[src/hdl/owbm_pkg.sv]
// shared types, codes and reset constants for the one-wire bus master
`default_nettype none

package owbm_pkg;

   // register file geometry
   localparam int unsigned CSR_ADDR_W = 5;
   localparam int unsigned CSR_DATA_W = 32;

   // register indexes
   localparam logic [2:0] REG_RESET_LOW      = 3'd0;
   localparam logic [2:0] REG_PRESENCE_SMP   = 3'd1;
   localparam logic [2:0] REG_RESET_TAIL     = 3'd2;
   localparam logic [2:0] REG_WRITE_ONE_LOW  = 3'd3;
   localparam logic [2:0] REG_WRITE_ZERO_LOW = 3'd4;
   localparam logic [2:0] REG_WRITE_SLOT     = 3'd5;
   localparam logic [2:0] REG_READ_LOW       = 3'd6;
   localparam logic [2:0] REG_READ_SMP       = 3'd7;

   // register reset values
   localparam logic [9:0] RST_RESET_LOW      = 10'd480;
   localparam logic [7:0] RST_PRESENCE_SMP   = 8'd70;
   localparam logic [9:0] RST_RESET_TAIL     = 10'd410;
   localparam logic [6:0] RST_WRITE_ONE_LOW  = 7'd6;
   localparam logic [6:0] RST_WRITE_ZERO_LOW = 7'd60;
   localparam logic [7:0] RST_WRITE_SLOT     = 8'd70;
   localparam logic [5:0] RST_READ_LOW       = 6'd2;
   localparam logic [5:0] RST_READ_SMP       = 6'd10;

   // fixed tail of a read slot
   localparam int unsigned READ_TAIL_TICKS_DEF = 50;

   // width of the in-phase tick counter
   localparam int unsigned TICK_W = 10;

   typedef enum logic [1:0] {
      KIND_TICK  = 2'd0,
      KIND_RESET = 2'd1,
      KIND_WRITE = 2'd2,
      KIND_READ  = 2'd3
   } kind_type;

   typedef enum logic [2:0] {
      PH_IDLE     = 3'd0,
      PH_RST_LOW  = 3'd1,
      PH_RST_WAIT = 3'd2,
      PH_RST_TAIL = 3'd3,
      PH_WR_SLOT  = 3'd4,
      PH_RD_LOW   = 3'd5,
      PH_RD_WAIT  = 3'd6,
      PH_RD_TAIL  = 3'd7
   } phase_type;

   // timing registers as seen by the sequencer
   typedef struct packed {
      logic [9:0] reset_low_ticks;
      logic [7:0] presence_sample_ticks;
      logic [9:0] reset_tail_ticks;
      logic [6:0] write_one_low_ticks;
      logic [6:0] write_zero_low_ticks;
      logic [7:0] write_slot_ticks;
      logic [5:0] read_low_ticks;
      logic [5:0] read_sample_ticks;
   } cfg_type;

   // one result transaction
   typedef struct packed {
      logic       drive_low;
      logic       busy_res;
      logic       done_res;
      logic       presence;
      logic [7:0] read_data;
      logic       rejected;
   } rsp_type;

endpackage

`default_nettype wire

[src/hdl/owbm_csr.sv]
// apb-style timing register file for the one-wire bus master
`default_nettype none

module owbm_csr (
   input  wire logic                             clock,
   input  wire logic                             reset,
   input  wire logic                             csr_psel,
   input  wire logic                             csr_penable,
   input  wire logic                             csr_pwrite,
   input  wire logic [owbm_pkg::CSR_ADDR_W-1:0]  csr_paddr,
   input  wire logic [owbm_pkg::CSR_DATA_W-1:0]  csr_pwdata,
   output logic      [owbm_pkg::CSR_DATA_W-1:0]  csr_prdata,
   output logic                                  csr_pready,
   output owbm_pkg::cfg_type                     cfg
);
   import owbm_pkg::*;

   cfg_type    cfg_ff;
   cfg_type    cfg_in;
   logic       wr_en;
   logic [2:0] reg_idx;

   assign csr_pready = 1'b1;
   assign reg_idx    = csr_paddr[4:2];
   assign wr_en      = csr_psel && csr_penable && csr_pwrite;

   // register write decode
   always_comb begin
      cfg_in = cfg_ff;
      if (wr_en) begin
         case (reg_idx)
            REG_RESET_LOW:      cfg_in.reset_low_ticks       = csr_pwdata[9:0];
            REG_PRESENCE_SMP:   cfg_in.presence_sample_ticks = csr_pwdata[7:0];
            REG_RESET_TAIL:     cfg_in.reset_tail_ticks      = csr_pwdata[9:0];
            REG_WRITE_ONE_LOW:  cfg_in.write_one_low_ticks   = csr_pwdata[6:0];
            REG_WRITE_ZERO_LOW: cfg_in.write_zero_low_ticks  = csr_pwdata[6:0];
            REG_WRITE_SLOT:     cfg_in.write_slot_ticks      = csr_pwdata[7:0];
            REG_READ_LOW:       cfg_in.read_low_ticks        = csr_pwdata[5:0];
            REG_READ_SMP:       cfg_in.read_sample_ticks     = csr_pwdata[5:0];
            default:            cfg_in = cfg_ff;
         endcase
      end
   end

   always_ff @(posedge clock) begin
      if (reset) begin
         cfg_ff.reset_low_ticks       <= RST_RESET_LOW;
         cfg_ff.presence_sample_ticks <= RST_PRESENCE_SMP;
         cfg_ff.reset_tail_ticks      <= RST_RESET_TAIL;
         cfg_ff.write_one_low_ticks   <= RST_WRITE_ONE_LOW;
         cfg_ff.write_zero_low_ticks  <= RST_WRITE_ZERO_LOW;
         cfg_ff.write_slot_ticks      <= RST_WRITE_SLOT;
         cfg_ff.read_low_ticks        <= RST_READ_LOW;
         cfg_ff.read_sample_ticks     <= RST_READ_SMP;
      end else begin
         cfg_ff <= cfg_in;
      end
   end

   // read back, zero extended
   always_comb begin
      case (reg_idx)
         REG_RESET_LOW:      csr_prdata = CSR_DATA_W'(cfg_ff.reset_low_ticks);
         REG_PRESENCE_SMP:   csr_prdata = CSR_DATA_W'(cfg_ff.presence_sample_ticks);
         REG_RESET_TAIL:     csr_prdata = CSR_DATA_W'(cfg_ff.reset_tail_ticks);
         REG_WRITE_ONE_LOW:  csr_prdata = CSR_DATA_W'(cfg_ff.write_one_low_ticks);
         REG_WRITE_ZERO_LOW: csr_prdata = CSR_DATA_W'(cfg_ff.write_zero_low_ticks);
         REG_WRITE_SLOT:     csr_prdata = CSR_DATA_W'(cfg_ff.write_slot_ticks);
         REG_READ_LOW:       csr_prdata = CSR_DATA_W'(cfg_ff.read_low_ticks);
         REG_READ_SMP:       csr_prdata = CSR_DATA_W'(cfg_ff.read_sample_ticks);
         default:            csr_prdata = '0;
      endcase
   end

   assign cfg = cfg_ff;

endmodule

`default_nettype wire

[src/hdl/owbm_seq.sv]
// bus timing sequencer: phase state, tick counter, bit shifter and step logic
`default_nettype none

module owbm_seq #(
   parameter int unsigned READ_TAIL_TICKS = owbm_pkg::READ_TAIL_TICKS_DEF
) (
   input  wire logic              clock,
   input  wire logic              reset,
   input  wire logic              step,
   input  wire logic [1:0]        kind,
   input  wire logic [7:0]        data_byte,
   input  wire logic              line_level,
   input  owbm_pkg::cfg_type      cfg,
   output owbm_pkg::rsp_type      rsp
);
   import owbm_pkg::*;

   localparam logic [TICK_W-1:0] TAIL_LEN = TICK_W'(READ_TAIL_TICKS);

   phase_type         phase_ff, phase_in;
   logic [TICK_W-1:0] tick_count_ff, tick_count_in;
   logic [2:0]        bit_index_ff, bit_index_in;
   logic [7:0]        shift_byte_ff, shift_byte_in;
   logic              presence_seen_ff, presence_seen_in;
   logic              line_drive_ff, line_drive_in;

   logic [TICK_W-1:0] tick_inc;
   logic [TICK_W-1:0] low_len;
   logic              done, pres, rej;
   logic [7:0]        rdata;

   assign tick_inc = tick_count_ff + 1'b1;
   assign low_len  = shift_byte_ff[0] ? TICK_W'(cfg.write_one_low_ticks)
                                      : TICK_W'(cfg.write_zero_low_ticks);

   // next state for one transaction
   always_comb begin
      phase_in         = phase_ff;
      tick_count_in    = tick_count_ff;
      bit_index_in     = bit_index_ff;
      shift_byte_in    = shift_byte_ff;
      presence_seen_in = presence_seen_ff;
      line_drive_in    = line_drive_ff;
      done             = 1'b0;
      pres             = 1'b0;
      rdata            = '0;
      rej              = 1'b0;

      if (kind != KIND_TICK) begin
         // command: start only from idle
         if (phase_ff != PH_IDLE) begin
            rej = 1'b1;
         end else begin
            tick_count_in = '0;
            bit_index_in  = '0;
            line_drive_in = 1'b1;
            case (kind)
               KIND_RESET: begin
                  phase_in         = PH_RST_LOW;
                  presence_seen_in = 1'b0;
                  shift_byte_in    = '0;
               end
               KIND_WRITE: begin
                  phase_in      = PH_WR_SLOT;
                  shift_byte_in = data_byte;
               end
               default: begin
                  phase_in      = PH_RD_LOW;
                  shift_byte_in = '0;
               end
            endcase
         end
      end else begin
         // tick: advance the running phase
         tick_count_in = tick_inc;
         case (phase_ff)
            PH_RST_LOW: begin
               if (tick_inc >= TICK_W'(cfg.reset_low_ticks)) begin
                  line_drive_in = 1'b0;
                  phase_in      = PH_RST_WAIT;
                  tick_count_in = '0;
               end
            end
            PH_RST_WAIT: begin
               if (tick_inc >= TICK_W'(cfg.presence_sample_ticks)) begin
                  presence_seen_in = ~line_level;
                  phase_in         = PH_RST_TAIL;
                  tick_count_in    = '0;
               end
            end
            PH_RST_TAIL: begin
               if (tick_inc >= TICK_W'(cfg.reset_tail_ticks)) begin
                  phase_in      = PH_IDLE;
                  tick_count_in = '0;
                  done          = 1'b1;
                  pres          = presence_seen_ff;
               end
            end
            PH_WR_SLOT: begin
               if (tick_inc >= TICK_W'(cfg.write_slot_ticks)) begin
                  shift_byte_in = {1'b0, shift_byte_ff[7:1]};
                  tick_count_in = '0;
                  if (bit_index_ff == 3'd7) begin
                     bit_index_in  = '0;
                     phase_in      = PH_IDLE;
                     line_drive_in = 1'b0;
                     done          = 1'b1;
                  end else begin
                     bit_index_in  = bit_index_ff + 1'b1;
                     line_drive_in = 1'b1;
                  end
               end else begin
                  line_drive_in = (tick_inc < low_len);
               end
            end
            PH_RD_LOW: begin
               if (tick_inc >= TICK_W'(cfg.read_low_ticks)) begin
                  line_drive_in = 1'b0;
                  phase_in      = PH_RD_WAIT;
                  tick_count_in = '0;
               end
            end
            PH_RD_WAIT: begin
               if (tick_inc >= TICK_W'(cfg.read_sample_ticks)) begin
                  shift_byte_in = shift_byte_ff | (8'(line_level) << bit_index_ff);
                  phase_in      = PH_RD_TAIL;
                  tick_count_in = '0;
               end
            end
            PH_RD_TAIL: begin
               if (tick_inc >= TAIL_LEN) begin
                  tick_count_in = '0;
                  if (bit_index_ff == 3'd7) begin
                     bit_index_in = '0;
                     phase_in     = PH_IDLE;
                     done         = 1'b1;
                     rdata        = shift_byte_ff;
                  end else begin
                     bit_index_in  = bit_index_ff + 1'b1;
                     phase_in      = PH_RD_LOW;
                     line_drive_in = 1'b1;
                  end
               end
            end
            default: begin
               // idle tick leaves everything alone
               tick_count_in = tick_count_ff;
            end
         endcase
      end
   end

   // state registers
   always_ff @(posedge clock) begin
      if (reset) begin
         phase_ff         <= PH_IDLE;
         tick_count_ff    <= '0;
         bit_index_ff     <= '0;
         shift_byte_ff    <= '0;
         presence_seen_ff <= 1'b0;
         line_drive_ff    <= 1'b0;
      end else if (step) begin
         phase_ff         <= phase_in;
         tick_count_ff    <= tick_count_in;
         bit_index_ff     <= bit_index_in;
         shift_byte_ff    <= shift_byte_in;
         presence_seen_ff <= presence_seen_in;
         line_drive_ff    <= line_drive_in;
      end
   end

   // result of this step
   assign rsp.drive_low = line_drive_in;
   assign rsp.busy_res  = (phase_in != PH_IDLE);
   assign rsp.done_res  = done;
   assign rsp.presence  = pres;
   assign rsp.read_data = rdata;
   assign rsp.rejected  = rej;

endmodule

`default_nettype wire

[src/hdl/one_wire_bus_master.sv]
// One-wire bus master timing sequencer, top level.
// Input channel req_*: each transaction is a tick (req_kind tick, with the
// sampled bus level on req_line_level) or a command (bus reset, write byte
// from req_data_byte, read byte). Commands arriving while an operation runs
// are ignored and come back with rsp_rejected set.
// Result channel rsp_*: exactly one result transaction per input transaction,
// in order, carrying the line drive, busy, done, presence and read byte.
// Timing registers are written over the csr_* apb-style port at byte address
// 4*index; pready is always high and a write lands on the access cycle.
// A transaction is held in the input register until the result register is
// free, then stepped into it. Throughput: one transaction per cycle while
// rsp_stall is low, set by the single sequencer step between the two registers.
// Reset (synchronous, active high) returns the sequencer to idle with the line
// released and loads the default timing values; no clearing pass follows.
// When rsp_stall is high the result register holds; the input register still
// takes one more transaction, after which req_stall rises until the result
// is taken.
`default_nettype none

module one_wire_bus_master #(
   parameter int unsigned READ_TAIL_TICKS = owbm_pkg::READ_TAIL_TICKS_DEF
) (
   input  wire logic                             clock,
   input  wire logic                             reset,
   // input channel
   input  wire logic                             req_valid,
   output logic                                  req_stall,
   input  wire logic [1:0]                       req_kind,
   input  wire logic [7:0]                       req_data_byte,
   input  wire logic                             req_line_level,
   // result channel
   output logic                                  rsp_valid,
   input  wire logic                             rsp_stall,
   output logic                                  rsp_drive_low,
   output logic                                  rsp_busy_res,
   output logic                                  rsp_done_res,
   output logic                                  rsp_presence,
   output logic [7:0]                            rsp_read_data,
   output logic                                  rsp_rejected,
   // register port
   input  wire logic                             csr_psel,
   input  wire logic                             csr_penable,
   input  wire logic                             csr_pwrite,
   input  wire logic [owbm_pkg::CSR_ADDR_W-1:0]  csr_paddr,
   input  wire logic [owbm_pkg::CSR_DATA_W-1:0]  csr_pwdata,
   output logic      [owbm_pkg::CSR_DATA_W-1:0]  csr_prdata,
   output logic                                  csr_pready
);
   import owbm_pkg::*;

   cfg_type    cfg;
   rsp_type    step_rsp;

   logic       in_valid_ff, in_valid_in;
   logic [1:0] in_kind_ff;
   logic [7:0] in_data_ff;
   logic       in_level_ff;

   logic       out_valid_ff, out_valid_in;
   rsp_type    out_ff;

   logic       out_free;
   logic       advance;
   logic       req_take;

   // handshake control
   assign out_free  = !out_valid_ff || !rsp_stall;
   assign advance   = in_valid_ff && out_free;
   assign req_stall = in_valid_ff && !out_free;
   assign req_take  = req_valid && !req_stall;

   always_comb begin
      in_valid_in = in_valid_ff;
      if (req_take) begin
         in_valid_in = 1'b1;
      end else if (advance) begin
         in_valid_in = 1'b0;
      end
   end

   always_comb begin
      out_valid_in = out_valid_ff;
      if (advance) begin
         out_valid_in = 1'b1;
      end else if (out_free) begin
         out_valid_in = 1'b0;
      end
   end

   // valid flags
   always_ff @(posedge clock) begin
      if (reset) begin
         in_valid_ff  <= 1'b0;
         out_valid_ff <= 1'b0;
      end else begin
         in_valid_ff  <= in_valid_in;
         out_valid_ff <= out_valid_in;
      end
   end

   // input register
   always_ff @(posedge clock) begin
      if (req_take) begin
         in_kind_ff  <= req_kind;
         in_data_ff  <= req_data_byte;
         in_level_ff <= req_line_level;
      end
   end

   // result register
   always_ff @(posedge clock) begin
      if (advance) begin
         out_ff <= step_rsp;
      end
   end

   owbm_csr u_csr (
      .clock       (clock),
      .reset       (reset),
      .csr_psel    (csr_psel),
      .csr_penable (csr_penable),
      .csr_pwrite  (csr_pwrite),
      .csr_paddr   (csr_paddr),
      .csr_pwdata  (csr_pwdata),
      .csr_prdata  (csr_prdata),
      .csr_pready  (csr_pready),
      .cfg         (cfg)
   );

   owbm_seq #(
      .READ_TAIL_TICKS (READ_TAIL_TICKS)
   ) u_seq (
      .clock      (clock),
      .reset      (reset),
      .step       (advance),
      .kind       (in_kind_ff),
      .data_byte  (in_data_ff),
      .line_level (in_level_ff),
      .cfg        (cfg),
      .rsp        (step_rsp)
   );

   assign rsp_valid     = out_valid_ff;
   assign rsp_drive_low = out_ff.drive_low;
   assign rsp_busy_res  = out_ff.busy_res;
   assign rsp_done_res  = out_ff.done_res;
   assign rsp_presence  = out_ff.presence;
   assign rsp_read_data = out_ff.read_data;
   assign rsp_rejected  = out_ff.rejected;

endmodule

`default_nettype wire

[config.mk]
export PLATFORM = sky130hd
export DESIGN_NAME = one_wire_bus_master
export DESIGN_NICKNAME = d
export VERILOG_FILES = /design/src/hdl/owbm_pkg.sv /design/src/hdl/owbm_csr.sv /design/src/hdl/owbm_seq.sv /design/src/hdl/one_wire_bus_master.sv
export SDC_FILE = /design/constraint.sdc
export NUM_CORES = 1
export LEC_CHECK = 0
export ABC_AREA = 0
export BUFFER_PORTS_ARGS = -buffer_cell sky130_fd_sc_hd__buf_2
export CORE_ASPECT_RATIO = 1.5
export CORE_MARGIN = 2
export CORE_UTILIZATION = 41
export CTS_BUF_LIST = sky130_fd_sc_hd__clkbuf_8
export DETAILED_ROUTE_END_ITERATION = 8
export PLACE_DENSITY = 0.6
export SYNTH_ARGS = -nofsm -noshare
export SYNTH_HDL_FRONTEND = slang
export SYNTH_SLANG_ARGS = --single-unit
[constraint.sdc]
create_clock -name clock -period 4.8 [get_ports clock]
set_input_delay 0.72 -clock clock [delete_from_list [all_inputs] [get_ports clock]]
set_output_delay 0.72 -clock clock [all_outputs]
set_load 0.01 [all_outputs]
Word level (Yosys, flattened, before mapping)
Cells that the tools add are included.

storage, ports and cells
  bits in latches = 0
  memories = 0
  word-level logic and storage cells = 161
  output and inout bits = 48
  bits in writable memories = 0
  memory bits (read-only) = 0
  bits in registers = 114
  bits of input ports = 55

cells by class
  order comparisons = 8
  equal/unequal tests = 22
  $add $sub $neg = 2
  bitwise gates (word level) = 7
  div/mod/pow operators = 0
  shifts and indexed selects = 1
  multiplexer cells = 61
  $mul = 0
  reduce and logical (&&, ||, !) cells = 35

operators by type and width
  operator                                                                 count
  32-bit one-hot mux with 8 select lines                                   1
  10-bit two-way mux                                                       9
  10-bit one-hot mux with 7 select lines                                   1
  3-bit two-way mux                                                        16
  8-bit two-way mux                                                        5
  3-bit == test (second input constant)                                    9
  1-bit two-way mux                                                        22
  3-bit one-hot mux with 7 select lines                                    1
  10-bit >= comparator                                                     2
  10-bit by 6-bit >= comparator with 1-bit output                          2
  10-bit by 8-bit >= comparator with 1-bit output                          2
  8-bit one-hot mux with 2 select lines                                    1
  2-bit AND reduction                                                      8
  5-bit AND reduction                                                      3
  3-bit by 2-bit == test with 1-bit output (second input constant)         4
  3-bit one-hot mux with 2 select lines                                    2
  3-bit nonzero test                                                       4
  10-bit by 1-bit adder with 10-bit output (second input constant)         1
  10-bit by 6-bit >= comparator with 1-bit output (second input constant)  1
  10-bit < comparator                                                      1
  2-bit nonzero test                                                       5
  3-bit by 1-bit != test with 1-bit output (second input constant)         3
  8-bit bitwise OR                                                         1
  8-bit nonzero test                                                       1
  other kinds (17)                                                         31

Longest topological paths before layout
  word-level depth = 7
  gate-level depth with buffers = 14
  depth with buffers taken out = 14

By module
Synthesis repeated with hierarchy kept, for this count alone.

second synthesis, totals
  cells, all modules = 892
  area total of the unflattened synthesis = 7433.4 sq um

modules (own cells, without submodules)
  module               sequential area each (sq um)  cells each  times used  area an instance (sq um)
  owbm_seq             520.5                         471         1           3509.6
  owbm_csr             1241.2                        387         1           3116.7
  one_wire_bus_master  760.7                         34          1           807.0

Worst setup path after synthesis
OpenSTA, ideal clock, no wires.

  path kind = register to register
  from = reg u_seq.tick_count_ff[0]
  to = reg out_ff, in the netlist rsp_busy_res (data pin)
  path slack = 0.938 ns
  clock period less this slack = 3.862 ns
  cell stages (with the launch flop) = 15
  path buffers = 0
  data required time = 4.537 ns
  arrival time = 3.599 ns
  library setup time = 0.263 ns
  cell sequence = dfxtp_1 > ha_1 > and2_4 > and4_1 > xnor2_1 > inv_1 > ha_1 > nand4_1 > nor2_1 > a221oi_1 > maj3_2 > o21a_2 > or2_1 > o311a_1 > a2111o_1

RTL lines
  element                 line                        source
  from (decl)             owbm_seq.sv:21              logic [TICK_W-1:0] tick_count_ff, tick_count_in;
  from (signal assigned)  owbm_seq.sv:164             tick_count_ff <= tick_count_in;
  to (signal assigned)    one_wire_bus_master.sv:113  out_ff <= step_rsp;
  to (decl)               one_wire_bus_master.sv:60   rsp_type out_ff;

==> results_dict.tcl <==
set metrics [dict create \
    outcome "complete, no violations" \
    placed_cell_area_um2 7580 \
    routed_wl_mm 19.3 \
    clkPwrFrac 0.441 \
    grt.overflow.total 0 \
    synth_edf_count 24 \
    max_stage_delay_ns 0.50 \
    utilization 0.461 \
    cp.arrival_ns 4.34 \
    avgSynthCellArea_um2 8.96 \
    synth-xor-area-share 0.00842 \
    fillCellCount 1695 \
    relSlewSlack 0.215 \
    synth_area_leaders "dfxtp_1 25%, edfxtp_1 9.9%, ha_1 9.6%, mux2i_1 8.0%, nor2_1 6.6%" \
    clkTransAtPathRegs_ns 0.07 \
    multi_input_area_um2 4220 \
    area_growth_pct 9.75 \
    synth_top_family_by_area "simple AND/OR/NAND/NOR gates" \
    ys_types 84 \
    ios 103 \
    regArea_um2 2520 \
    ys_seq_elements 114 \
    ys_warn_count 0 \
    synth_compound_area_frac 0.172 \
    crit_top_cell "ha_1" \
    p_leak_nw 3.35 \
    design_area_um2 7990 \
    cts_root_buf "clkbuf_8" \
    power_density_nw_per_um2 268 \
    dr.pass1.iters 5 \
    synth_simple_gate_area_frac 0.183 \
    max_freq_ghz 0.241 \
    pre_cts_ws_ns 0.656 \
    post-cts-setup-buffers 0 \
    clock_path_buffers 2 \
    crit_required_ns 4.99 \
    period_needed_ns 4.15 \
    grt_max_degree 65 \
    synth_top_area_cell "dfxtp_1" \
    tightest_slew_ns 1.17 \
    finalHoldViolations 0 \
    start_util 0.420 \
    dieHeight_um 167 \
    comb_power_share 0.084 \
    slew_viol_final 0 \
    final_antenna_net_count 0 \
    dieArea_um2 18900 \
    ir_worst_vdd_uv 194 \
    cts.repair.resized 0 \
    drt_iter0_markers 286 \
    clock_latency_ns 0.45 \
    ys_seq_area_frac 0.347 \
    syn_inst 812 \
    hold_path.class "primary input to flip-flop" \
    crit_chain "ha_1 > and2_4 > and4_1 > xnor2_1 > inv_1 > ha_1 > nand2_1 > o31a_1 > a311oi_1 > a21oi_1 > or4_1 > a2111o_1" \
    power.internal_mw 1.59 \
    synth-async-reset-ratio 0 \
    antenna_found_initial 0 \
    tns_ns 0 \
    nNetsFinal 965 \
    finalCritPeriodShare 0.864 \
    dieWidth_um 113 \
    critPathCaptureType "flip-flop" \
    cts.sinks 114 \
    layout-drive-gt1-share 0.155 \
    met2_length_mm 9.80 \
    setup_viol 0 \
    cts_tree "yes" \
    remaining_drc_errors 0 \
    cts_buffers 17 \
    crit_fanout 5 \
    p_switching_mw 0.554 \
    setup_ws_ns 0.651 \
    worstSetupPathType "flip-flop to flip-flop" \
    vias 6017 \
    synth_top_area_frac 0.248 \
    skew_ns 0.0117 \
    core_um2 17300 \
    synthMuxAreaShare 0.106 \
    wl_met1_mm 7.72 \
    slowest_stage "or4_1" \
    holdBufCountCts 0 \
    ys_top_cells_by_count "128 x nor2_1, 90 x dfxtp_1, 58 x mux2i_1" \
    fp-row-count 59 \
    highest_layer "met4" \
    syn_area_um2 7280 \
    wl_met3_um 934 \
    n_antenna_cell 0 \
    grt_pass1_wl_mm 30.6 \
    numPortBuffers 55 \
    seq_power_share 0.475 \
    htree_levels 4 \
    gp_congestion 0.905 \
    p_sw_frac 0.259 \
    wire_per_inst_um 17.9 \
    synth_fa_ha_area_frac 0.0978 \
    dpl.hpwl_mm 14.2 \
    synth.most_common_cell "nor2_1" \
    viasPerCell 5.57 \
    rsz0062_at_grt "false" \
    grt_pass1_vias 5834 \
    ys.flop_type "dfxtp_1" \
    max_cap_viol_count 0 \
    grtUsageTotal 0.209 \
    cp-start-kind "flip-flop" \
]
## worst paths after layout
| check | startpoint | end | slack (ns) | depth (start not counted) |
|---|---|---|---|---|
| max | u_seq.tick_count_ff[1]$_SDFFE_PP0P_ | rsp_busy_res$_DFFE_PP_ | 0.65 | 12 |
| min | req_data_byte[0] | in_data_ff[0]$_DFFE_PP_ | 0.44 | 1 |
| max reg2reg | u_seq.tick_count_ff[1]$_SDFFE_PP0P_ | rsp_busy_res$_DFFE_PP_ | 0.65 | 12 |
| min reg2reg | in_valid_ff$_SDFFE_PP0P_ | rsp_valid$_SDFFE_PP0P_ | 0.48 | 2 |
## worst max-delay path, delay by kind of cell (launching register included)
family	cells	cell delay [ns]
flops	1	0.35
buf+inv	1	0.24
compound gates	4	1.34
fa+ha+maj	2	0.60
simple gates	4	0.95
xor+xnor	1	0.41
## metrics by stage
stage	hold slack (ns)	std cells	power, mW
finish	0.445	1080	2.14
detailed placement	0.469	1048	1.22
floorplan	0.445	833	1.17
global route	0.421	1080	2.22
global placement	0.462	1048	1.22
CTS	0.415	1080	2.16
## cell families after synthesis
| family | count (synthesis) |
|---|---|
| muxes | 69 |
| DFF | 114 |
| xor gates and xnor gates | 7 |
| adders and majority gates | 57 |
| AOI/OAI and AO/OA | 168 |
| and+or+nand+nor | 274 |
| buffers and inverters | 121 |
| other | 2 |
## cells in the final DEF, fill, tap and decap left out, drive strengths merged, types with 12 or more instances in the layout
cell / count
nor2: 128
dfxtp: 90
buf: 66
inv: 60
mux2i: 58
ha: 56
nand2: 39
a21oi: 34
o21ai: 29
a211o: 26
edfxtp: 24
conb: 23
nor3: 20
clkbuf: 18
nor2b: 17
nand3: 14
and2: 12
## power groups by stage
stage	sequential (mW)	combinational, mW	clock [mW]
floorplan	1.03	0.138	0
finish	1.02	0.181	0.945
global route	1.02	0.198	1.01
global placement	1.04	0.180	0
CTS	1.02	0.181	0.966
detailed placement	1.04	0.180	0
## routing by layer
metal / vias to the layer above / GRT usage
li1: 2941 / -
met1: 2842 / 0.235
met2: 177 / 0.367
met3: 57 / 0.0463
met4: 0 / 0.104
met5: - / 0
## state kept, by name, summed over array words and instances, names as in the netlist, 2 cells and up
name                 cells
in_data_ff               8
in_kind_ff               2
rsp_read_data            8
u_csr.cfg               62
u_seq.bit_index_ff       3
u_seq.phase_ff           3
u_seq.shift_byte_ff      8
u_seq.tick_count_ff     10
## area by class of cell
cell class,instances,share of cell area
Clock inverter,14,0.0204
Inverter,57,0.0268
Sequential cell,114,0.316
Clock buffer,18,0.0310
Multi-Input combinational cell,598,0.528
Tap cell,213,0.0334
Timing Repair Buffer,66,0.0448
Power figures use the tool's default switching activity.
